<file path="src/rtl/force_consensus_transport_step_macros.svh">
// ---------------------------------------------------------------------------
// Assertion macros for the force consensus transport step block
// Concurrent checks that compile away when ASSERT_OFF is set.
// ---------------------------------------------------------------------------
`ifndef FORCE_CONSENSUS_TRANSPORT_STEP_MACROS_SVH
`define FORCE_CONSENSUS_TRANSPORT_STEP_MACROS_SVH
`ifndef ASSERT_OFF
`define FCTS_ASSERT(lbl, clk, rst_n, cond) \
  lbl: assert property (@(posedge clk) disable iff (!rst_n) (cond)) \
    else $error("fcts assertion failed");
`define FCTS_ASSERT_IMP(lbl, clk, rst_n, ante, cons) \
  lbl: assert property (@(posedge clk) disable iff (!rst_n) (ante) |-> (cons)) \
    else $error("fcts implication failed");
`else
`define FCTS_ASSERT(lbl, clk, rst_n, cond)
`define FCTS_ASSERT_IMP(lbl, clk, rst_n, ante, cons)
`endif
`endif

</file>
<file path="src/rtl/fcts_pkg.sv">
// ---------------------------------------------------------------------------
// fcts_pkg
// Shared types and constants of the force consensus transport step block.
// ---------------------------------------------------------------------------
`timescale 1ns / 1ps
`default_nettype none

package fcts_pkg;

  localparam int NUM_AGENTS_DEF = 6;
  localparam int FORCE_W        = 19;
  localparam int FORCE_MAX      = 327680;   // 5.0 in Q16.16

  // Largest demand magnitude: floor square root of two squares of 2^31.
  localparam longint unsigned MAG_MAX = 64'd3037000499;

  typedef enum logic [2:0] {
    REG_GAIN_POS   = 3'd0,
    REG_GAIN_VEL   = 3'd1,
    REG_CONS_RATE  = 3'd2,
    REG_DECAY_RATE = 3'd3,
    REG_MASS       = 3'd4,
    REG_TIME_STEP  = 3'd5,
    REG_GOAL_X     = 3'd6,
    REG_GOAL_Y     = 3'd7
  } reg_idx_e;

  localparam logic [30:0] RST_GAIN_POS   = 31'd131072;
  localparam logic [30:0] RST_GAIN_VEL   = 31'd32768;
  localparam logic [30:0] RST_CONS_RATE  = 31'd65536;
  localparam logic [30:0] RST_DECAY_RATE = 31'd65536;
  localparam logic [30:0] RST_MASS       = 31'd655360;
  localparam logic [30:0] RST_TIME_STEP  = 31'd655;
  localparam logic [31:0] RST_GOAL_X     = 32'd65536;
  localparam logic [31:0] RST_GOAL_Y     = 32'd0;

  typedef struct packed {
    logic [30:0]        gain_position;
    logic [30:0]        gain_velocity;
    logic [30:0]        consensus_rate;
    logic [30:0]        decay_rate;
    logic [30:0]        payload_mass;
    logic [30:0]        time_step;
    logic signed [31:0] goal_x;
    logic signed [31:0] goal_y;
  } cfg_t;

  // Request to the shared multiplier: raw gives the plain product,
  // otherwise a rounded and capped Q16.16 product.
  typedef struct packed {
    logic               start;
    logic               raw;
    logic signed [48:0] a;
    logic [31:0]        b;
  } mul_req_t;

  // Request to the shared divide / square root unit.
  typedef struct packed {
    logic        start;
    logic        sqrt;
    logic [63:0] num;
    logic [31:0] den;
  } ds_req_t;

  function automatic logic signed [31:0] sat32(input logic signed [49:0] v);
    logic signed [49:0] hi;
    logic signed [49:0] lo;
    hi = 50'sd2147483647;
    lo = -50'sd2147483648;
    if (v > hi) return 32'sh7fffffff;
    if (v < lo) return 32'sh80000000;
    return v[31:0];
  endfunction

  // Shift k for the share reciprocal ceil(2^k / n): 2^k must exceed
  // MAG_MAX * (n - 1) so the reciprocal product floors exactly.
  function automatic int share_shift(input int n);
    longint unsigned lim;
    int              k;
    lim = MAG_MAX * 64'(n - 1);
    k   = 0;
    while ((64'd1 << k) <= lim) k++;
    return k;
  endfunction

endpackage

`default_nettype wire

</file>
<file path="src/rtl/fcts_qmul.sv">
// ---------------------------------------------------------------------------
// fcts_qmul
// Shared two-pass multiplier: 48-bit magnitude times 32-bit operand, split
// into two 24x32 partial products, with Q16.16 rounding and capping.
// ---------------------------------------------------------------------------
`timescale 1ns / 1ps
`default_nettype none

module fcts_qmul (
  input  logic               clk_i,
  input  logic               rst_ni,
  input  fcts_pkg::mul_req_t req_i,
  output logic               done_o,
  output logic [63:0]        res_o
);
  import fcts_pkg::*;

  typedef enum logic [1:0] {PH_IDLE, PH_HI, PH_LO} phase_e;

  localparam logic [55:0] HI_LIM = 56'h00_0040_0000_0000;  // 2^38
  localparam logic [47:0] MAG_CAP = 48'h4000_0000_0000;    // 2^46

  phase_e      ph_q;
  logic        neg_q;
  logic        raw_q;
  logic [47:0] m_q;
  logic [31:0] b_q;
  logic [55:0] hi_q;
  logic        done_q;
  logic [63:0] res_q;

  logic [48:0] a_abs;
  logic [47:0] m_clamp;
  logic [23:0] mop;
  logic [55:0] mprod;
  logic [63:0] p_sum;
  logic [63:0] p_rnd;
  logic [47:0] r_mag;
  logic [63:0] q_res;

  always_comb begin
    a_abs   = req_i.a[48] ? 49'(-req_i.a) : 49'(req_i.a);
    m_clamp = a_abs[48] ? '1 : a_abs[47:0];
    mop     = (ph_q == PH_HI) ? m_q[47:24] : m_q[23:0];
    mprod   = 56'(mop) * 56'(b_q);
    p_sum   = {hi_q[39:0], 24'b0} + 64'(mprod);
    p_rnd   = p_sum + 64'd32768;
    if (hi_q >= HI_LIM || p_rnd[63:16] > MAG_CAP) begin
      r_mag = MAG_CAP;
    end else begin
      r_mag = p_rnd[63:16];
    end
    q_res = neg_q ? -(64'(r_mag)) : 64'(r_mag);
  end

  always_ff @(posedge clk_i or negedge rst_ni) begin
    if (!rst_ni) begin
      ph_q   <= PH_IDLE;
      done_q <= 1'b0;
      neg_q  <= 1'b0;
      raw_q  <= 1'b0;
      m_q    <= '0;
      b_q    <= '0;
      hi_q   <= '0;
      res_q  <= '0;
    end else begin
      done_q <= 1'b0;
      unique case (ph_q)
        PH_IDLE: begin
          if (req_i.start) begin
            neg_q <= req_i.a[48];
            raw_q <= req_i.raw;
            m_q   <= m_clamp;
            b_q   <= req_i.b;
            ph_q  <= PH_HI;
          end
        end
        PH_HI: begin
          hi_q <= mprod;
          ph_q <= PH_LO;
        end
        PH_LO: begin
          res_q  <= raw_q ? p_sum : q_res;
          done_q <= 1'b1;
          ph_q   <= PH_IDLE;
        end
        default: ph_q <= PH_IDLE;
      endcase
    end
  end

  assign done_o = done_q;
  assign res_o  = res_q;

endmodule

`default_nettype wire

</file>
<file path="config.mk">
export PLATFORM = sky130hd
export DESIGN_NAME = fcts_qmul
export DESIGN_NICKNAME = d
export VERILOG_FILES = /design/src/rtl/force_consensus_transport_step_macros.svh /design/src/rtl/fcts_pkg.sv /design/src/rtl/fcts_qmul.sv
export SDC_FILE = /design/constraint.sdc
export NUM_CORES = 2
export LEC_CHECK = 0
export BUFFER_PORTS_ARGS = -buffer_cell sky130_fd_sc_hd__buf_2
export CELL_PAD_IN_SITES_DETAIL_PLACEMENT = 1
export CELL_PAD_IN_SITES_GLOBAL_PLACEMENT = 2
export CORE_MARGIN = 8
export CORE_UTILIZATION = 37
export DETAILED_ROUTE_END_ITERATION = 6
export GPL_TIMING_DRIVEN = 0
export PLACE_DENSITY = 0.82
export SLEW_MARGIN = 20
export SYNTH_ARGS = -nofsm -noshare
export SYNTH_HDL_FRONTEND = slang
export SYNTH_SLANG_ARGS = --single-unit
</file>
<file path="constraint.sdc">
create_clock -name clk_i -period 14 [get_ports clk_i]
set_input_delay 1.4 -clock clk_i [delete_from_list [all_inputs] [get_ports clk_i]]
set_output_delay 1.4 -clock clk_i [all_outputs]
set_load 0.01 [all_outputs]
</file>
==> out/results.tsv <==
metric	value	unit
Gate Count Post-Synth	4513	
CTS root buffer	clkbuf_16	
Final Skew	23.4	ps
vias in the first global route	37500	
Post-synth EDFFs	0	
layout cells sized above 1	0.184	
Netlist cell types	113	
CP max stage delay	570	ps
H-Tree Level Count	1	
Setup Viol. Count Final	30	
RD Place Congestion	0.932	
Seq/Total Area, Yosys	0.132	
most instantiated cells after synthesis	nand2_1, inv_1, fa_1, and2_1, ha_1	
Yosys warning total	0	
largest buffer count on any clock path	3	
slew margin rel.	0.186	
post-route setup slack	-389	ps
Final Hold Fails	0	
worst skew pair latency	630	ps
first-pass GRT wire length	239000	um
area of the multi-input gates	32100	um^2
RSZ-0062 raised after global routing	yes	
Total Wirelength	160000	um
Final nets	5846	
ys flop type	dfrtp_1	
Slew @ Worst Pin	1220	ps
status	finished with violations	
Detail Placement HPWL	128000	um
Hold/Removal Path Class	reg2reg	
Vias/cell	5.47	
dpl ws	-4720	ps
nature of the critical path endpoint	register	
Fill cells	12300	
Port Buffers	149	
MaxCap Viol Count	0	
antenna violations before repair	6	
GRT Total Usage	0.270	
Area contributors post-synth	fa_1, dfrtp_1, nand2_1, inv_1, ha_1	
critical path class	reg2reg	
cell repeated most along the worst path	a21o_1	
CP Data Required Time	14550	ps
post-detailed-route count of antenna-violating nets	0	
CP max stage cell	or4_4	
FFs w/ async S/R, synth	1.00	
crit path DAT	14940	ps
drt pass-1 iters	6	
crit-path max FO	5	
Avg Inst Size Synth	8.63	um^2
die area	116000	um^2
floorplan row count	119	
Final Critical Period	14390	ps
Synth Net Count	5474	
Boundary Pins	150	
die height	340	um
Storage cell area	5130	um^2
Synth Register Bits	205	
clk sinks	205	
Cells after DPL	6056	
CTS tree	built	
Max Slew Vio Count	0	
Layout Cells excl Fill	6309	
area of the core	105000	um^2
via count	34500	
Hold WS	465	ps
Syn-to-layout area delta	20.9	%
GRT overflow	0	
cts bufs inserted	27	
FMAX	69.5	MHz
largest area contributor in the netlist	fa_1	
Synth top area share	0.339	
DR iter-0 viols	2480	
Startpoint Class	register	
initial core utilization	0.372	
most common cell in the netlist	nand2_1	
Die Wd	340	um
violated checks	setup timing	
DR DRC count	0	
Mapped Area	39000	um^2
fin crit share	1.03	
largest net degree at the start of global routing	76	
CTS clk-pin slew, worst paths	60	ps
WL/cell	25.3	um
==> routing by layer <==
| metal | GRT usage | share of wire | vias to the layer above |
|---|---|---|---|
| met2 | 0.427 | 0.45 | 1343 |
| met1 | 0.363 | 0.42 | 17900 |
| met5 | 0 | 0 | - |
| li1 | - | - | 14900 |
| met3 | 0.0551 | 0.083 | 326 |
| met4 | 0.108 | 0.048 | 0 |
==> flip-flops by register name, summed over array words and instances, names as in the netlist <==
name    count
b_q        32
m_q        48
hi_q       56
raw_q       1
done_o      1
ph_q        2
res_o      64
neg_q       1
==> repair_timing <==
| item | 4_1_cts | 5_1_grt |
|---|---|---|
| endpoints found under the setup margin | 64 | 50 |
| gates resized for setup | 509 | 153 |
| buffers inserted | 116 | 94 |
| gates cloned | 2 | 1 |
| pin swaps | 118 | 148 |
| hold buffers | 0 | 0 |
==> final cells by class <==
type,instances,area share
diodes,12,0.000637
plain buffers,220,0.0390
clock buffers,38,0.0163
clock inverters,12,0.00319
inverters,728,0.0585
multi-input cells,3345,0.681
flip-flops and latches,205,0.109
well taps,1391,0.0369
repair buffers,358,0.0553
==> stage by stage <==
| stage | utilization | TNS [ps] | cell area, um^2 |
|---|---|---|---|
| after floorplan | - | 0 | 39000 |
| after global placement | 0.396 | -193310 | 41500 |
| after detailed placement | 0.397 | -197740 | 41600 |
| after CTS | 0.437 | -5790 | 45800 |
| after global routing | 0.449 | -18350 | 47100 |
| final | 0.449 | -6380 | 47100 |
==> worst max-delay path: cells and delay by family (launching register included) <==
kind | cells | cell delay, ps
fa+ha+maj | 10 | 4410
simple gates | 16 | 3880
compound gates | 22 | 3490
buf+inv | 18 | 1880
flops | 1 | 400
xor+xnor | 1 | 230
==> cells in the final DEF (no fill, tap or decap), types with 51 or more instances in the layout <==
cell	count
a21oi_1	138
dfrtp_1	205
nor2b_1	100
inv_1	713
nor3_1	53
fa_1	649
clkbuf_16	51
buf_4	188
clkbuf_1	116
o21ai_0	88
ha_1	190
nand2_1	740
xor2_1	80
nor2_1	170
buf_2	159
xnor2_1	87
and2_1	248
==> cell families (layout without fill, tap and decap cells) <==
group	count (synthesis)	after routing	synth area share
muxes	57	57	0.0161
buffers and inverters	963	1356	0.0966
adders and majority gates	876	876	0.408
other	0	12	0
AOI/OAI and AO/OA	569	569	0.0968
and+or+nand+nor	1635	1635	0.203
xor gates and xnor gates	208	208	0.0472
DFF	205	205	0.132
==> path summary, 6_finish.rpt <==
| kind | start | endpoint | slack [ps] | depth (start not counted) |
|---|---|---|---|---|
| setup / recovery | ph_q[0] | res_o[16] | -390 | 67 |
| hold / removal | res_o[28] | res_o[28] | 470 | 2 |
| setup reg to reg | ph_q[0] | res_o[16] | -390 | 67 |
| hold reg to reg | res_o[28] | res_o[28] | 470 | 2 |
| max in group asynchronous | rst_ni | b_q[6] | 12100 | 3 |
| min in group asynchronous | rst_ni | res_o[63] | 670 | 1 |
Power is left out: the tool's default activity adds up to more than one toggle a clock period on the data nets, which glitch-free logic cannot reach.
