`src/rtl/force_consensus_transport_step_macros.svh`:
```
// ---------------------------------------------------------------------------
// Assertion macros for the force consensus transport step block
// Concurrent checks that compile away when ASSERT_OFF is set.
// ---------------------------------------------------------------------------
`ifndef FORCE_CONSENSUS_TRANSPORT_STEP_MACROS_SVH
`define FORCE_CONSENSUS_TRANSPORT_STEP_MACROS_SVH
`ifndef ASSERT_OFF
`define FCTS_ASSERT(lbl, clk, rst_n, cond) \
  lbl: assert property (@(posedge clk) disable iff (!rst_n) (cond)) \
    else $error("fcts assertion failed");
`define FCTS_ASSERT_IMP(lbl, clk, rst_n, ante, cons) \
  lbl: assert property (@(posedge clk) disable iff (!rst_n) (ante) |-> (cons)) \
    else $error("fcts implication failed");
`else
`define FCTS_ASSERT(lbl, clk, rst_n, cond)
`define FCTS_ASSERT_IMP(lbl, clk, rst_n, ante, cons)
`endif
`endif

```
`src/rtl/fcts_pkg.sv`:
```
// ---------------------------------------------------------------------------
// fcts_pkg
// Shared types and constants of the force consensus transport step block.
// ---------------------------------------------------------------------------
`timescale 1ns / 1ps
`default_nettype none

package fcts_pkg;

  localparam int NUM_AGENTS_DEF = 6;
  localparam int FORCE_W        = 19;
  localparam int FORCE_MAX      = 327680;   // 5.0 in Q16.16

  // Largest demand magnitude: floor square root of two squares of 2^31.
  localparam longint unsigned MAG_MAX = 64'd3037000499;

  typedef enum logic [2:0] {
    REG_GAIN_POS   = 3'd0,
    REG_GAIN_VEL   = 3'd1,
    REG_CONS_RATE  = 3'd2,
    REG_DECAY_RATE = 3'd3,
    REG_MASS       = 3'd4,
    REG_TIME_STEP  = 3'd5,
    REG_GOAL_X     = 3'd6,
    REG_GOAL_Y     = 3'd7
  } reg_idx_e;

  localparam logic [30:0] RST_GAIN_POS   = 31'd131072;
  localparam logic [30:0] RST_GAIN_VEL   = 31'd32768;
  localparam logic [30:0] RST_CONS_RATE  = 31'd65536;
  localparam logic [30:0] RST_DECAY_RATE = 31'd65536;
  localparam logic [30:0] RST_MASS       = 31'd655360;
  localparam logic [30:0] RST_TIME_STEP  = 31'd655;
  localparam logic [31:0] RST_GOAL_X     = 32'd65536;
  localparam logic [31:0] RST_GOAL_Y     = 32'd0;

  typedef struct packed {
    logic [30:0]        gain_position;
    logic [30:0]        gain_velocity;
    logic [30:0]        consensus_rate;
    logic [30:0]        decay_rate;
    logic [30:0]        payload_mass;
    logic [30:0]        time_step;
    logic signed [31:0] goal_x;
    logic signed [31:0] goal_y;
  } cfg_t;

  // Request to the shared multiplier: raw gives the plain product,
  // otherwise a rounded and capped Q16.16 product.
  typedef struct packed {
    logic               start;
    logic               raw;
    logic signed [48:0] a;
    logic [31:0]        b;
  } mul_req_t;

  // Request to the shared divide / square root unit.
  typedef struct packed {
    logic        start;
    logic        sqrt;
    logic [63:0] num;
    logic [31:0] den;
  } ds_req_t;

  function automatic logic signed [31:0] sat32(input logic signed [49:0] v);
    logic signed [49:0] hi;
    logic signed [49:0] lo;
    hi = 50'sd2147483647;
    lo = -50'sd2147483648;
    if (v > hi) return 32'sh7fffffff;
    if (v < lo) return 32'sh80000000;
    return v[31:0];
  endfunction

  // Shift k for the share reciprocal ceil(2^k / n): 2^k must exceed
  // MAG_MAX * (n - 1) so the reciprocal product floors exactly.
  function automatic int share_shift(input int n);
    longint unsigned lim;
    int              k;
    lim = MAG_MAX * 64'(n - 1);
    k   = 0;
    while ((64'd1 << k) <= lim) k++;
    return k;
  endfunction

endpackage

`default_nettype wire

```
`src/rtl/fcts_divsqrt.sv`:
```
// ---------------------------------------------------------------------------
// fcts_divsqrt
// Shared iterative unit: 64/32 restoring divide, one quotient bit a cycle,
// or 64-bit integer square root, one result bit a cycle.
// ---------------------------------------------------------------------------
`timescale 1ns / 1ps
`default_nettype none

module fcts_divsqrt (
  input  logic              clk_i,
  input  logic              rst_ni,
  input  fcts_pkg::ds_req_t req_i,
  output logic              done_o,
  output logic [63:0]       res_o
);
  import fcts_pkg::*;

  logic        busy_q;
  logic        sqrt_q;
  logic [6:0]  cnt_q;
  logic [63:0] num_q;   // dividend shifting out, quotient shifting in
  logic [31:0] rem_q;
  logic [31:0] den_q;
  logic [63:0] n_q;
  logic [63:0] r_q;
  logic [63:0] bit_q;
  logic        done_q;

  logic [32:0] rem_sh;
  logic        q_bit;
  logic [63:0] trial;
  logic        take;

  always_comb begin
    rem_sh = {rem_q, num_q[63]};
    q_bit  = (rem_sh >= {1'b0, den_q});
    trial  = r_q + bit_q;
    take   = (n_q >= trial);
  end

  always_ff @(posedge clk_i or negedge rst_ni) begin
    if (!rst_ni) begin
      busy_q <= 1'b0;
      sqrt_q <= 1'b0;
      cnt_q  <= '0;
      done_q <= 1'b0;
      num_q  <= '0;
      rem_q  <= '0;
      den_q  <= '0;
      n_q    <= '0;
      r_q    <= '0;
      bit_q  <= '0;
    end else begin
      done_q <= 1'b0;
      if (!busy_q) begin
        if (req_i.start) begin
          busy_q <= 1'b1;
          sqrt_q <= req_i.sqrt;
          num_q  <= req_i.num;
          rem_q  <= '0;
          den_q  <= req_i.den;
          n_q    <= req_i.num;
          r_q    <= '0;
          bit_q  <= 64'h4000_0000_0000_0000;
          cnt_q  <= req_i.sqrt ? 7'd32 : 7'd64;
        end
      end else begin
        if (sqrt_q) begin
          if (take) begin
            n_q <= n_q - trial;
            r_q <= (r_q >> 1) + bit_q;
          end else begin
            r_q <= r_q >> 1;
          end
          bit_q <= bit_q >> 2;
        end else begin
          rem_q <= q_bit ? 32'(rem_sh - {1'b0, den_q}) : rem_sh[31:0];
          num_q <= {num_q[62:0], q_bit};
        end
        cnt_q <= cnt_q - 7'd1;
        if (cnt_q == 7'd1) begin
          busy_q <= 1'b0;
          done_q <= 1'b1;
        end
      end
    end
  end

  assign done_o = done_q;
  assign res_o  = sqrt_q ? r_q : num_q;

endmodule

`default_nettype wire

```
`config.mk`:
```
export PLATFORM = sky130hd
export DESIGN_NAME = fcts_divsqrt
export DESIGN_NICKNAME = d
export VERILOG_FILES = /design/src/rtl/force_consensus_transport_step_macros.svh /design/src/rtl/fcts_pkg.sv /design/src/rtl/fcts_divsqrt.sv
export SDC_FILE = /design/constraint.sdc
export NUM_CORES = 1
export LEC_CHECK = 0
export BUFFER_PORTS_ARGS = -buffer_cell sky130_fd_sc_hd__buf_4
export CORE_MARGIN = 2
export CORE_UTILIZATION = 25
export CTS_BUF_LIST = sky130_fd_sc_hd__clkbuf_8
export DETAILED_ROUTE_END_ITERATION = 12
export PLACE_DENSITY = 0.44
export SETUP_SLACK_MARGIN = 0.05
export SLEW_MARGIN = 25
export SYNTH_ARGS = -nofsm -noshare
export SYNTH_HDL_FRONTEND = slang
export SYNTH_SLANG_ARGS = --single-unit
```
`constraint.sdc`:
```
create_clock -name clk_i -period 8.6 [get_ports clk_i]
set_input_delay 2.15 -clock clk_i [delete_from_list [all_inputs] [get_ports clk_i]]
set_output_delay 2.15 -clock clk_i [all_outputs]
set_load 0.01 [all_outputs]
```
==> impl_metrics.ini <==
[layout]
layout.nets = 3321
postLayoutCellArea_um2 = 27700
regArea_um2 = 7460
syn_to_final_growth_pct = 15.4
multiInputGateArea_um2 = 15500
drive_gt1_frac = 0.135
fillers = 10400

[placed_design]
dpl.hpwl_um = 61300
pre_cts_slack_ns = 1.63
io_buffers = 164
placed_area_um2 = 26300
place_congestion = 0.857

[sta]
hold_viol_final = 0
final.setup.tns_ns = 0
skew_ns = 0.0591
finalSetupViolCount = 0
slew_viol_final = 0
fin_crit_ns = 7.04
slew-limit-headroom = 0.319
timing.final.crit_share = 0.819
fmax_mhz = 142
rsz0062_at_grt = false
tightestPinTransition_ns = 1.02
setup_slack_ns = 1.56

[logic_synthesis]
synth_cells = 2978
synth.distinct_cells = 93
async_reset_ff_frac = 1.00
ys_warn_count = 0
synth-compound-area-share = 0.248
seq_area_frac_synth = 0.311
synth_top_family_by_area = compound AO/OA/AOI/OAI gates
ys_ff_latch = 298
ys.flop_type = dfrtp_1
synthXorXnorAreaFrac = 0.0701
synth_mux_area_frac = 0.0492
avgSynthCellArea_um2 = 8.05
yosys.area_share.adder = 0.0872
synth_edf_count = 0
synth_area_um2 = 24000
yosys.area_share.simple = 0.189
syn_nets = 3244

[die]
fp.dieW_um = 314
dieArea_um2 = 98400
die_h_um = 314
initial_core_util = 0.252
ios = 165
rows = 113
core_area_um2 = 95000

[setup_path]
critical_path_arrival_ns = 7.64
cp_max_fo = 22
slowest_stage = o311ai_2
end_kind = register
cpLargestDelayFamily = compound AO/OA/AOI/OAI gates
critPathMaxStageDelay_ns = 0.66
path_cells = ha_1, ha_1, a21o_1, a31oi_1, o311ai_1, o311ai_2, o22ai_1, a21oi_1, nor2_1, o21ai_0, xor2_1, ha_1, nand4_1, nor4_1, nand4_1, o31ai_4, nand2_2, or4_1, nand3_1
crit_path_start_kind = register
path_common_cell = ha_1
crit_required_ns = 9.19
crit_buf_inv = 0
critPathKind = register to register

[clock_network]
cts_tree = built
worstSkewPairLatency_ns = 0.69
htree_levels = 3
clk_pin_slew_ns = 0.06
cts_resized = 0
post_cts_buffers = 0
holdBufCountCts = 0
cts_buffers = 66
cts_max_path_buffers = 3
cts_sinks = 298
cts_root_buf = clkbuf_8

[detailed_routing]
via_count = 22000
drt_iter0_markers = 1556
detail-route-antenna-nets = 0
drt_wl_total_um = 84600
drt-pass1-iter-count = 6
wl_per_cell_um = 19.3
vias_per_cell = 5.03
drc_errors = 0

[status]
status = complete, no violations

[pwr]
p_leak_nw = 12.0
power_density_nw_per_um2 = 483
peakVddDrop_mv = 0.178

[global_routing]
met1_usage = 0.230
overflow = 0
grt_pass1_wl_um = 131000
use_met3 = 0.0340
grt_max_degree = 132
globalRouteTotalUtil = 0.169
grt_pass1_vias = 21900
grt_util_met2 = 0.269
grt-busiest-layer = met2
antenna_found_initial = 6

[run]
drv_cap = 0

[hold_path]
min_path_type = register to register
==> cells in the mapped netlist (all sizes together) (13+ instances only) <==
master | count | area [µm²]
a31o | 20 | 175
nand2b | 21 | 131
and2 | 20 | 125
mux2 | 63 | 709
xor2 | 82 | 718
nor2b | 73 | 457
o21a | 16 | 120
a21oi | 285 | 1430
nand3 | 73 | 365
buf | 49 | 283
dfrtp | 298 | 7460
nor2 | 138 | 518
a211oi | 13 | 108
inv | 82 | 308
a31oi | 73 | 487
nor3 | 40 | 216
and3 | 32 | 200
o21ai | 361 | 1820
nand4 | 60 | 375
or2 | 13 | 81.3
o21bai | 27 | 206
clkbuf | 131 | 495
mux2i | 47 | 470
ha | 164 | 2050
xnor2 | 110 | 963
nand2 | 456 | 1720
a21o | 53 | 405
nor4 | 14 | 93.8
==> per-layer routing <==
metal | vias to the layer above | share of wire
met3 | 138 | 0.048
met2 | 443 | 0.45
li1 | 10900 | -
met4 | 10 | 0.028
met1 | 10500 | 0.48
met5 | - | 0.00071
==> worst reg2reg max path, cell delays in order, from the launching register on <==
cell      delay [ns]
dfrtp_1         0.40
ha_1            0.22
ha_1            0.21
a21o_1          0.20
a31oi_1         0.46
o311ai_1        0.28
o311ai_2        0.66
o22ai_1         0.22
a21oi_1         0.42
nor2_1          0.12
o21ai_0         0.23
xor2_1          0.12
ha_1            0.42
nand4_1         0.21
nor4_1          0.65
nand4_1         0.33
o31ai_4         0.58
nand2_2         0.46
or4_1           0.66
nand3_1         0.09
==> final timing paths <==
path	from	to	slack (ns)	cells past startpoint
worst max-delay path	r_q[0]	r_q[54]	1.56	19
worst min-delay path	n_q[9]	n_q[9]	0.49	2
worst max register to register	r_q[0]	r_q[54]	1.56	19
worst min register to register	n_q[9]	n_q[9]	0.49	2
max in group asynchronous	rst_ni	rem_q[5]	5.93	2
min in group asynchronous	rst_ni	n_q[16]	1.37	1
==> area by class of cell <==
| cell class | instances | area share |
|---|---|---|
| inverters | 82 | 0.0111 |
| well taps | 1265 | 0.0572 |
| flip-flops and latches | 298 | 0.270 |
| diodes | 3 | 0.000271 |
| multi-input cells | 2418 | 0.559 |
| clock inverters | 38 | 0.00918 |
| clock buffers | 80 | 0.0398 |
| repair buffers | 189 | 0.0533 |
==> placed cells by master, fill, tap and decap left out, types with 26 or more instances in the layout <==
cell type	instances
a21o_1	52
a21oi_1	283
a31oi_1	71
mux2i_1	47
o21bai_1	26
dfrtp_1	296
inv_1	104
xor2_1	82
nand3_1	73
ha_1	164
nor2b_1	72
and3_1	32
buf_4	184
o21ai_0	338
nand4_1	60
clkbuf_8	80
nor3_1	38
xnor2_1	110
nor2_1	135
nand2_1	453
mux2_2	63
==> registers in the layout (all words and copies together) (netlist names) <==
| name | cells |
|---|---|
| n_q | 64 |
| sqrt_q | 1 |
| r_q | 64 |
| num_q | 64 |
| done_o | 1 |
| bit_q | 32 |
| den_q | 32 |
| busy_q | 1 |
| cnt_q | 7 |
| rem_q | 32 |
==> power breakdown <==
part           internal [mW]  switching, mW  leakage (nW)
Sequential              2.02          0.789          3.80
Combinational           3.56           5.29          7.40
Clock                  0.934          0.759         0.785
==> through the flow <==
step | utilization | hold WS, ns | total power [mW] | instances
3_5_place_dp | 0.277 | 0.481 | 11.7 | 4251
6_report | 0.291 | 0.491 | 13.4 | 4373
5_1_grt | 0.291 | 0.510 | 14.6 | 4371
3_3_place_gp | 0.276 | 0.473 | 11.7 | 4250
4_1_cts | 0.291 | 0.495 | 13.5 | 4369
2_1_floorplan | - | 0.450 | 9.16 | 2978
==> logic make-up (layout without fill, tap and decap cells) <==
kind of cell,after synthesis,after routing
AO/OA/AOI/OAI,976,976
XOR/XNOR,192,192
adder cells (fa/ha/maj),166,166
buffers and inverters,262,389
flip-flops,298,298
multiplexers,110,110
other,0,3
AND/OR/NAND/NOR,974,974
No activity file was read; power rests on OpenSTA's default activity.
