File: src/rtl/force_consensus_transport_step_macros.svh
// ---------------------------------------------------------------------------
// Assertion macros for the force consensus transport step block
// Concurrent checks that compile away when ASSERT_OFF is set.
// ---------------------------------------------------------------------------
`ifndef FORCE_CONSENSUS_TRANSPORT_STEP_MACROS_SVH
`define FORCE_CONSENSUS_TRANSPORT_STEP_MACROS_SVH
`ifndef ASSERT_OFF
`define FCTS_ASSERT(lbl, clk, rst_n, cond) \
  lbl: assert property (@(posedge clk) disable iff (!rst_n) (cond)) \
    else $error("fcts assertion failed");
`define FCTS_ASSERT_IMP(lbl, clk, rst_n, ante, cons) \
  lbl: assert property (@(posedge clk) disable iff (!rst_n) (ante) |-> (cons)) \
    else $error("fcts implication failed");
`else
`define FCTS_ASSERT(lbl, clk, rst_n, cond)
`define FCTS_ASSERT_IMP(lbl, clk, rst_n, ante, cons)
`endif
`endif

File: src/rtl/fcts_pkg.sv
// ---------------------------------------------------------------------------
// fcts_pkg
// Shared types and constants of the force consensus transport step block.
// ---------------------------------------------------------------------------
`timescale 1ns / 1ps
`default_nettype none

package fcts_pkg;

  localparam int NUM_AGENTS_DEF = 6;
  localparam int FORCE_W        = 19;
  localparam int FORCE_MAX      = 327680;   // 5.0 in Q16.16

  // Largest demand magnitude: floor square root of two squares of 2^31.
  localparam longint unsigned MAG_MAX = 64'd3037000499;

  typedef enum logic [2:0] {
    REG_GAIN_POS   = 3'd0,
    REG_GAIN_VEL   = 3'd1,
    REG_CONS_RATE  = 3'd2,
    REG_DECAY_RATE = 3'd3,
    REG_MASS       = 3'd4,
    REG_TIME_STEP  = 3'd5,
    REG_GOAL_X     = 3'd6,
    REG_GOAL_Y     = 3'd7
  } reg_idx_e;

  localparam logic [30:0] RST_GAIN_POS   = 31'd131072;
  localparam logic [30:0] RST_GAIN_VEL   = 31'd32768;
  localparam logic [30:0] RST_CONS_RATE  = 31'd65536;
  localparam logic [30:0] RST_DECAY_RATE = 31'd65536;
  localparam logic [30:0] RST_MASS       = 31'd655360;
  localparam logic [30:0] RST_TIME_STEP  = 31'd655;
  localparam logic [31:0] RST_GOAL_X     = 32'd65536;
  localparam logic [31:0] RST_GOAL_Y     = 32'd0;

  typedef struct packed {
    logic [30:0]        gain_position;
    logic [30:0]        gain_velocity;
    logic [30:0]        consensus_rate;
    logic [30:0]        decay_rate;
    logic [30:0]        payload_mass;
    logic [30:0]        time_step;
    logic signed [31:0] goal_x;
    logic signed [31:0] goal_y;
  } cfg_t;

  // Request to the shared multiplier: raw gives the plain product,
  // otherwise a rounded and capped Q16.16 product.
  typedef struct packed {
    logic               start;
    logic               raw;
    logic signed [48:0] a;
    logic [31:0]        b;
  } mul_req_t;

  // Request to the shared divide / square root unit.
  typedef struct packed {
    logic        start;
    logic        sqrt;
    logic [63:0] num;
    logic [31:0] den;
  } ds_req_t;

  function automatic logic signed [31:0] sat32(input logic signed [49:0] v);
    logic signed [49:0] hi;
    logic signed [49:0] lo;
    hi = 50'sd2147483647;
    lo = -50'sd2147483648;
    if (v > hi) return 32'sh7fffffff;
    if (v < lo) return 32'sh80000000;
    return v[31:0];
  endfunction

  // Shift k for the share reciprocal ceil(2^k / n): 2^k must exceed
  // MAG_MAX * (n - 1) so the reciprocal product floors exactly.
  function automatic int share_shift(input int n);
    longint unsigned lim;
    int              k;
    lim = MAG_MAX * 64'(n - 1);
    k   = 0;
    while ((64'd1 << k) <= lim) k++;
    return k;
  endfunction

endpackage

`default_nettype wire

File: src/rtl/fcts_regs.sv
// ---------------------------------------------------------------------------
// fcts_regs
// APB register file holding gains, rates, mass, step length and goal.
// ---------------------------------------------------------------------------
`timescale 1ns / 1ps
`default_nettype none

module fcts_regs (
  input  logic          clk_i,
  input  logic          rst_ni,
  input  logic          psel,
  input  logic          penable,
  input  logic          pwrite,
  input  logic [4:0]    paddr,
  input  logic [31:0]   pwdata,
  output logic [31:0]   prdata,
  output logic          pready,
  output fcts_pkg::cfg_t cfg_o
);
  import fcts_pkg::*;

  cfg_t     cfg_q;
  reg_idx_e idx;
  logic     wr_en;

  assign idx    = reg_idx_e'(paddr[4:2]);
  assign wr_en  = psel && penable && pwrite;
  assign pready = 1'b1;
  assign cfg_o  = cfg_q;

  always_ff @(posedge clk_i or negedge rst_ni) begin
    if (!rst_ni) begin
      cfg_q.gain_position  <= RST_GAIN_POS;
      cfg_q.gain_velocity  <= RST_GAIN_VEL;
      cfg_q.consensus_rate <= RST_CONS_RATE;
      cfg_q.decay_rate     <= RST_DECAY_RATE;
      cfg_q.payload_mass   <= RST_MASS;
      cfg_q.time_step      <= RST_TIME_STEP;
      cfg_q.goal_x         <= RST_GOAL_X;
      cfg_q.goal_y         <= RST_GOAL_Y;
    end else if (wr_en) begin
      unique case (idx)
        REG_GAIN_POS:   cfg_q.gain_position  <= pwdata[30:0];
        REG_GAIN_VEL:   cfg_q.gain_velocity  <= pwdata[30:0];
        REG_CONS_RATE:  cfg_q.consensus_rate <= pwdata[30:0];
        REG_DECAY_RATE: cfg_q.decay_rate     <= pwdata[30:0];
        REG_MASS:       cfg_q.payload_mass   <= pwdata[30:0];
        REG_TIME_STEP:  cfg_q.time_step      <= pwdata[30:0];
        REG_GOAL_X:     cfg_q.goal_x         <= pwdata;
        REG_GOAL_Y:     cfg_q.goal_y         <= pwdata;
        default: ;
      endcase
    end
  end

  always_comb begin
    unique case (idx)
      REG_GAIN_POS:   prdata = {1'b0, cfg_q.gain_position};
      REG_GAIN_VEL:   prdata = {1'b0, cfg_q.gain_velocity};
      REG_CONS_RATE:  prdata = {1'b0, cfg_q.consensus_rate};
      REG_DECAY_RATE: prdata = {1'b0, cfg_q.decay_rate};
      REG_MASS:       prdata = {1'b0, cfg_q.payload_mass};
      REG_TIME_STEP:  prdata = {1'b0, cfg_q.time_step};
      REG_GOAL_X:     prdata = cfg_q.goal_x;
      REG_GOAL_Y:     prdata = cfg_q.goal_y;
      default:        prdata = '0;
    endcase
  end

endmodule

`default_nettype wire

File: config.mk
export PLATFORM = sky130hd
export DESIGN_NAME = fcts_regs
export DESIGN_NICKNAME = d
export VERILOG_FILES = /design/src/rtl/force_consensus_transport_step_macros.svh /design/src/rtl/fcts_pkg.sv /design/src/rtl/fcts_regs.sv
export SDC_FILE = /design/constraint.sdc
export NUM_CORES = 1
export LEC_CHECK = 0
export BUFFER_PORTS_ARGS = -buffer_cell sky130_fd_sc_hd__buf_4
export CORE_MARGIN = 10
export CORE_UTILIZATION = 54
export CTS_BUF_LIST = sky130_fd_sc_hd__clkbuf_8
export DETAILED_ROUTE_END_ITERATION = 8
export PLACE_DENSITY = 0.83
export SKIP_CTS_REPAIR_TIMING = 1
export SLEW_MARGIN = 20
export SYNTH_ARGS = -nofsm -noshare
export SYNTH_HDL_FRONTEND = slang
export SYNTH_SLANG_ARGS = --single-unit
export TNS_END_PERCENT = 5
File: constraint.sdc
create_clock -name clk_i -period 1.82 [get_ports clk_i]
set_clock_uncertainty 0.2 [all_clocks]
set_input_delay 0.182 -clock clk_i [delete_from_list [all_inputs] [get_ports clk_i]]
set_output_delay 0.182 -clock clk_i [all_outputs]
set_load 0.03 [all_outputs]
==> impl_metrics.env, run 1 <==
export IMPL_synth_xor_area_frac=0
export IMPL_worst_setup_path_type="in -> out"
export IMPL_viasPerCell=5.86
export IMPL_irDropWorstVdd_uv=845
export IMPL_maxSlewHeadroom=0.361
export IMPL_ys_seq_area_frac=0.554
export IMPL_cts_max_path_buffers=3
export IMPL_synthAdderAreaFrac=0
export IMPL_clockRootBuffer="clkbuf_8"
export IMPL_finalCriticalPeriod_ps=2160
export IMPL_area_growth_pct=40.3
export IMPL_diodes=0
export IMPL_synthMuxAreaShare=0.331
export IMPL_cpMaxStageDelayCell="nor2b_4"
export IMPL_worst_pin_slew_ps=956
export IMPL_arrival_ps=1770
export IMPL_die_area_mm2=0.0271
export IMPL_grt_pass1_vias=9447
export IMPL_timing_final_crit_share=1.18
export IMPL_dp_slack_ps=-234
export IMPL_finalSetupViolCount=31
export IMPL_finalHoldViolations=0
export IMPL_grt_max_degree=50
export IMPL_layout_drive_gt1_share=0.584
export IMPL_cp_cell_sequence="buf_4, nor2b_4, a221oi_1, o22a_1, buf_4"
export IMPL_final_common_cell="buf_4"
export IMPL_wl_um=38700
export IMPL_synth_seq_cells=250
export IMPL_crit_path_start_kind="input pin"
export IMPL_p_leak_nw=7.84
export IMPL_boundaryPins=325
export IMPL_rsz0062_at_grt="true"
export IMPL_fp_dieW_um=165
export IMPL_cts_max_level=2
export IMPL_largest_reg_flops=250
export IMPL_clk_pin_slew_ps=60
export IMPL_synth_top_family_by_area="multiplexers"
export IMPL_antenna_found_initial=0
export IMPL_dr_pass1_iters=5
export IMPL_critPathMaxStageDelay_ps=780
export IMPL_power_density_mw_per_mm2=1260
export IMPL_cts_sinks=250
export IMPL_syn_area_mm2=0.0113
export IMPL_min_path_type="in -> reg"
export IMPL_final_cell_mix="buf_4 (358), mux2_2 (246), dfrtp_1 (237)"
export IMPL_cts_buffers=41
export IMPL_crit_fanout=27
export IMPL_first_iter_violations=557
export IMPL_avgRoutedWirePerCell_um=25.7
export IMPL_row_count=52
export IMPL_worstPathRequired_ps=1440
export IMPL_port_buffers=321
export IMPL_hpwl_um=26500
export IMPL_design_area_mm2=0.0159
export IMPL_status="finished with violations"
export IMPL_place_gp_congestion=0.874
export IMPL_syn_inst=800
export IMPL_cts_tree="yes"
export IMPL_synthesis_yosys_warnings=0
export IMPL_initial_core_util=0.554
export IMPL_synth_nets=842
export IMPL_ant_nets=0
export IMPL_clock_latency_ps=520
export IMPL_grt_pass1_wl_um=57100
export IMPL_drc_errors=0
export IMPL_setup_tns_ps=-7860
export IMPL_synthArstFlopShare=1.00
export IMPL_layout_nets=1244
export IMPL_synthSimpleGateAreaFrac=0.0129
export IMPL_synth_edf_count=0
export IMPL_drv_slew=0
export IMPL_grt_usage=0.273
export IMPL_critPathCaptureType="output port"
export IMPL_coreArea_mm2=0.0204
export IMPL_dpl_cell_area_mm2=0.0146
export IMPL_critPathMostFrequentCell="buf_4"
export IMPL_synth_compound_area_frac=0.0655
export IMPL_die_h_um=165
export IMPL_setup_ws_ps=-335
export IMPL_overflow=0
export IMPL_violations="negative setup slack"
export IMPL_synth_cell_types=28
export IMPL_cap_violations=0
export IMPL_ys_flop_type="dfrtp_1"
export IMPL_fmax_ghz=0.464
export IMPL_vias=8806
export IMPL_synth_area_per_cell_um2=14.1
Yosys cell counts, types with 2 or more instances:
library cell,count,area share
dfstp_2,13,0.030
nor2_1,10,0.0033
or3_1,2,0.0011
clkbuf_1,13,0.0043
buf_6,3,0.0030
buf_2,40,0.018
a211oi_1,4,0.0027
nand2_1,2,0.00066
mux2_2,246,0.24
a221oi_1,27,0.021
o22ai_1,30,0.017
dfrtp_1,237,0.52
nor3b_1,3,0.0020
buf_1,2,0.00066
nand2b_1,4,0.0022
mux2_1,4,0.0040
inv_1,28,0.0093
o22a_1,30,0.023
mux2i_1,93,0.082
critical path, delay by kind of cell:
family	cells	cell delay, ps
compound gates	2	490
buf+inv	2	300
simple gates	1	780
cells by family after synthesis:
group	count (synthesis)
multiplexers	343
other	1
AO/OA/AOI/OAI	94
flip-flops	250
buffers and inverters	87
AND/OR/NAND/NOR	25
per-stage QoR:
step                      power (mW)  instances  hold slack [ps]   util
final                           20.0       1502              213  0.777
after global routing            20.8       1502              216  0.777
after CTS                       20.0       1466             -632  0.757
after detailed placement        14.8       1393            -66.0  0.714
after global placement          14.6       1393            -68.1  0.714
after floorplan                 11.6        800             -314      -
area by class of cell:
cell class,instances,area [µm²]
Clock buffer,53,729
Clock inverter,20,156
Fill cell,1238,4560
Inverter,28,105
Multi-Input combinational cell,463,4740
Sequential cell,250,6270
Tap cell,270,338
Timing Repair Buffer,418,3530
path summary, 6_finish.rpt:
| kind | cells after the start | to | slack, ps | startpoint |
|---|---|---|---|---|
| max in group asynchronous | 4 | cfg_o[71]$_DFFE_PN1P_ | 250 | rst_ni |
| min in group asynchronous | 3 | cfg_o[149]$_DFFE_PN0P_ | 510 | rst_ni |
| hold reg to reg | 1 | cfg_o[162]$_DFFE_PN0P_ | 330 | cfg_o[162]$_DFFE_PN0P_ |
| setup / recovery | 5 | prdata[8] | -340 | paddr[3] |
| setup reg to reg | 2 | cfg_o[160]$_DFFE_PN0P_ | 720 | cfg_o[160]$_DFFE_PN0P_ |
| hold / removal | 4 | cfg_o[248]$_DFFE_PN0P_ | 210 | paddr[4] |
metal layers:
metal	vias to the layer above	part of all wire	global-route usage
met1	4488	0.37	0.317
met4	0	0.046	0.125
met3	111	0.093	0.0804
li1	3776	-	-
met2	431	0.49	0.459
met5	-	0	0
where the power goes:
group | switching, mW | internal [mW] | total (mW)
sequential | 1.02 | 6.70 | 7.72
clock | 2.20 | 3.03 | 5.23
combinational | 4.18 | 2.90 | 7.08
total | 7.41 | 12.6 | 20.0
No activity file was read; power rests on OpenSTA's default activity.
==> run 2: changes to the inputs <==
--- a/config.mk
+++ b/config.mk
@@ -10,7 +10,7 @@
 export CORE_UTILIZATION = 54
 export CTS_BUF_LIST = sky130_fd_sc_hd__clkbuf_8
 export DETAILED_ROUTE_END_ITERATION = 8
-export PLACE_DENSITY = 0.83
+export PLACE_DENSITY_LB_ADDON = 0.15
 export SKIP_CTS_REPAIR_TIMING = 1
 export SLEW_MARGIN = 20
 export SYNTH_ARGS = -nofsm -noshare
==> impl_metrics.env, run 2 (synthesis results as in run 1) <==
export IMPL_status="finished with violations"
export IMPL_violations="negative setup slack"
export IMPL_wl_um=37800
export IMPL_critPathCaptureType="output port"
export IMPL_holdWs_ps=58.2
export IMPL_boundaryPins=325
export IMPL_layout_nets=1237
export IMPL_grt_pass1_vias=9045
export IMPL_rsz0062_at_grt="true"
export IMPL_cap_violations=0
export IMPL_grt_max_degree=71
export IMPL_min_path_type="in -> async"
export IMPL_fp_dieW_um=165
export IMPL_drv_slew=0
export IMPL_cts_buffers=41
export IMPL_drc_errors=0
export IMPL_timing_final_crit_share=1.17
export IMPL_finalSetupViolCount=31
export IMPL_irDropWorstVdd_uv=885
export IMPL_crit_fanout=2
export IMPL_diodes=0
export IMPL_worstPathRequired_ps=1440
export IMPL_avgRoutedWirePerCell_um=25.3
export IMPL_nFillCells=1345
export IMPL_place_gp_congestion=0.847
export IMPL_area_growth_pct=39.9
export IMPL_vias=8621
export IMPL_cts_max_level=2
export IMPL_die_h_um=165
export IMPL_ant_nets=0
export IMPL_initial_core_util=0.554
export IMPL_cts_max_path_buffers=3
export IMPL_final_common_cell="buf_4"
export IMPL_arrival_ps=1750
export IMPL_hpwl_um=26500
export IMPL_layout_drive_gt1_share=0.589
export IMPL_viasPerCell=5.76
export IMPL_first_iter_violations=490
export IMPL_cts_sinks=250
export IMPL_cts_tree="yes"
export IMPL_clock_latency_ps=530
export IMPL_power_density_mw_per_mm2=1250
export IMPL_port_buffers=321
export IMPL_fin_cells=1496
export IMPL_dr_pass1_iters=5
export IMPL_final_util=0.775
export IMPL_worst_pin_slew_ps=974
export IMPL_die_area_mm2=0.0271
export IMPL_row_count=52
export IMPL_largest_reg_flops=250
export IMPL_setup_ws_ps=-310
export IMPL_worst_setup_path_type="reg -> out"
export IMPL_multi_input_area_mm2=0.00475
export IMPL_dp_slack_ps=-231
export IMPL_design_area_mm2=0.0158
export IMPL_regArea_mm2=0.00627
export IMPL_clk_pin_slew_ps=60
export IMPL_dpl_cell_area_mm2=0.0146
export IMPL_coreArea_mm2=0.0204
export IMPL_grt_pass1_wl_um=55200
export IMPL_fmax_ghz=0.470
export IMPL_p_leak_nw=7.78
export IMPL_clockRootBuffer="clkbuf_8"
export IMPL_crit_path_start_kind="register"
export IMPL_finalHoldViolations=0
export IMPL_final_cell_mix="buf_4 (347), mux2_2 (246), dfrtp_1 (237)"
export IMPL_dp_cells=1386
export IMPL_grt_usage=0.265
export IMPL_overflow=0
export IMPL_maxSlewHeadroom=0.349
export IMPL_finalCriticalPeriod_ps=2130
export IMPL_antenna_found_initial=0
-- run 2: cell types whose count changed in the layout (fill, tap and decap cells not counted), sizes merged --
cell and delta:
bufinv -2, clkinvlp +1, inv -4, clkbuf +1, buf -7, clkinv +5
-- run 2: path summary, 6_finish.rpt --
path	slack [ps]	cells past startpoint	to	startpoint
worst max-delay path	-310	4	prdata[3]	cfg_o[160]$_DFFE_PN0P_
worst min-delay path	60	2	cfg_o[203]$_DFFE_PN1P_	rst_ni
worst max register to register	750	2	cfg_o[160]$_DFFE_PN0P_	cfg_o[160]$_DFFE_PN0P_
worst min register to register	330	1	cfg_o[37]$_DFFE_PN0P_	cfg_o[37]$_DFFE_PN0P_
max in group asynchronous	70	3	cfg_o[15]$_DFFE_PN0P_	rst_ni
min in group clk_i	160	5	cfg_o[162]$_DFFE_PN0P_	paddr[2]
-- run 2: final cells by class --
cell class / instances / share of cell area
inverters: 28 / 0.00664
flip-flops and latches: 250 / 0.396
repair buffers: 411 / 0.221
clock inverters: 20 / 0.00719
clock buffers: 54 / 0.0469
well taps: 270 / 0.0213
multi-input cells: 463 / 0.300
-- run 2: stage by stage --
| stage | setup TNS, ps | total power [mW] |
|---|---|---|
| finish | -7180 | 19.7 |
| global route | -11120 | 20.6 |
| CTS | -6780 | 19.7 |
| detailed placement | -15680 | 14.7 |
| global placement | -11480 | 14.6 |
| floorplan | 0 | 11.6 |
-- run 2: power breakdown --
group	switching (mW)	internal [mW]	total, mW
registers	0.988	6.70	7.69
logic	4.17	2.90	7.08
clock network	2.17	2.80	4.97
total	7.33	12.4	19.7
-- run 2: metal layers --
metal / global-route usage / share of wire
met5: 0 / 0
met4: 0.0857 / 0.026
met3: 0.0914 / 0.094
met2: 0.425 / 0.48
met1: 0.330 / 0.40
-- run 2: critical path, cell delays in order, from the launching register on --
cell      delay [ps]
dfrtp_1          380
nand2b_4         130
a22o_1           220
o32a_1           350
buf_6            150
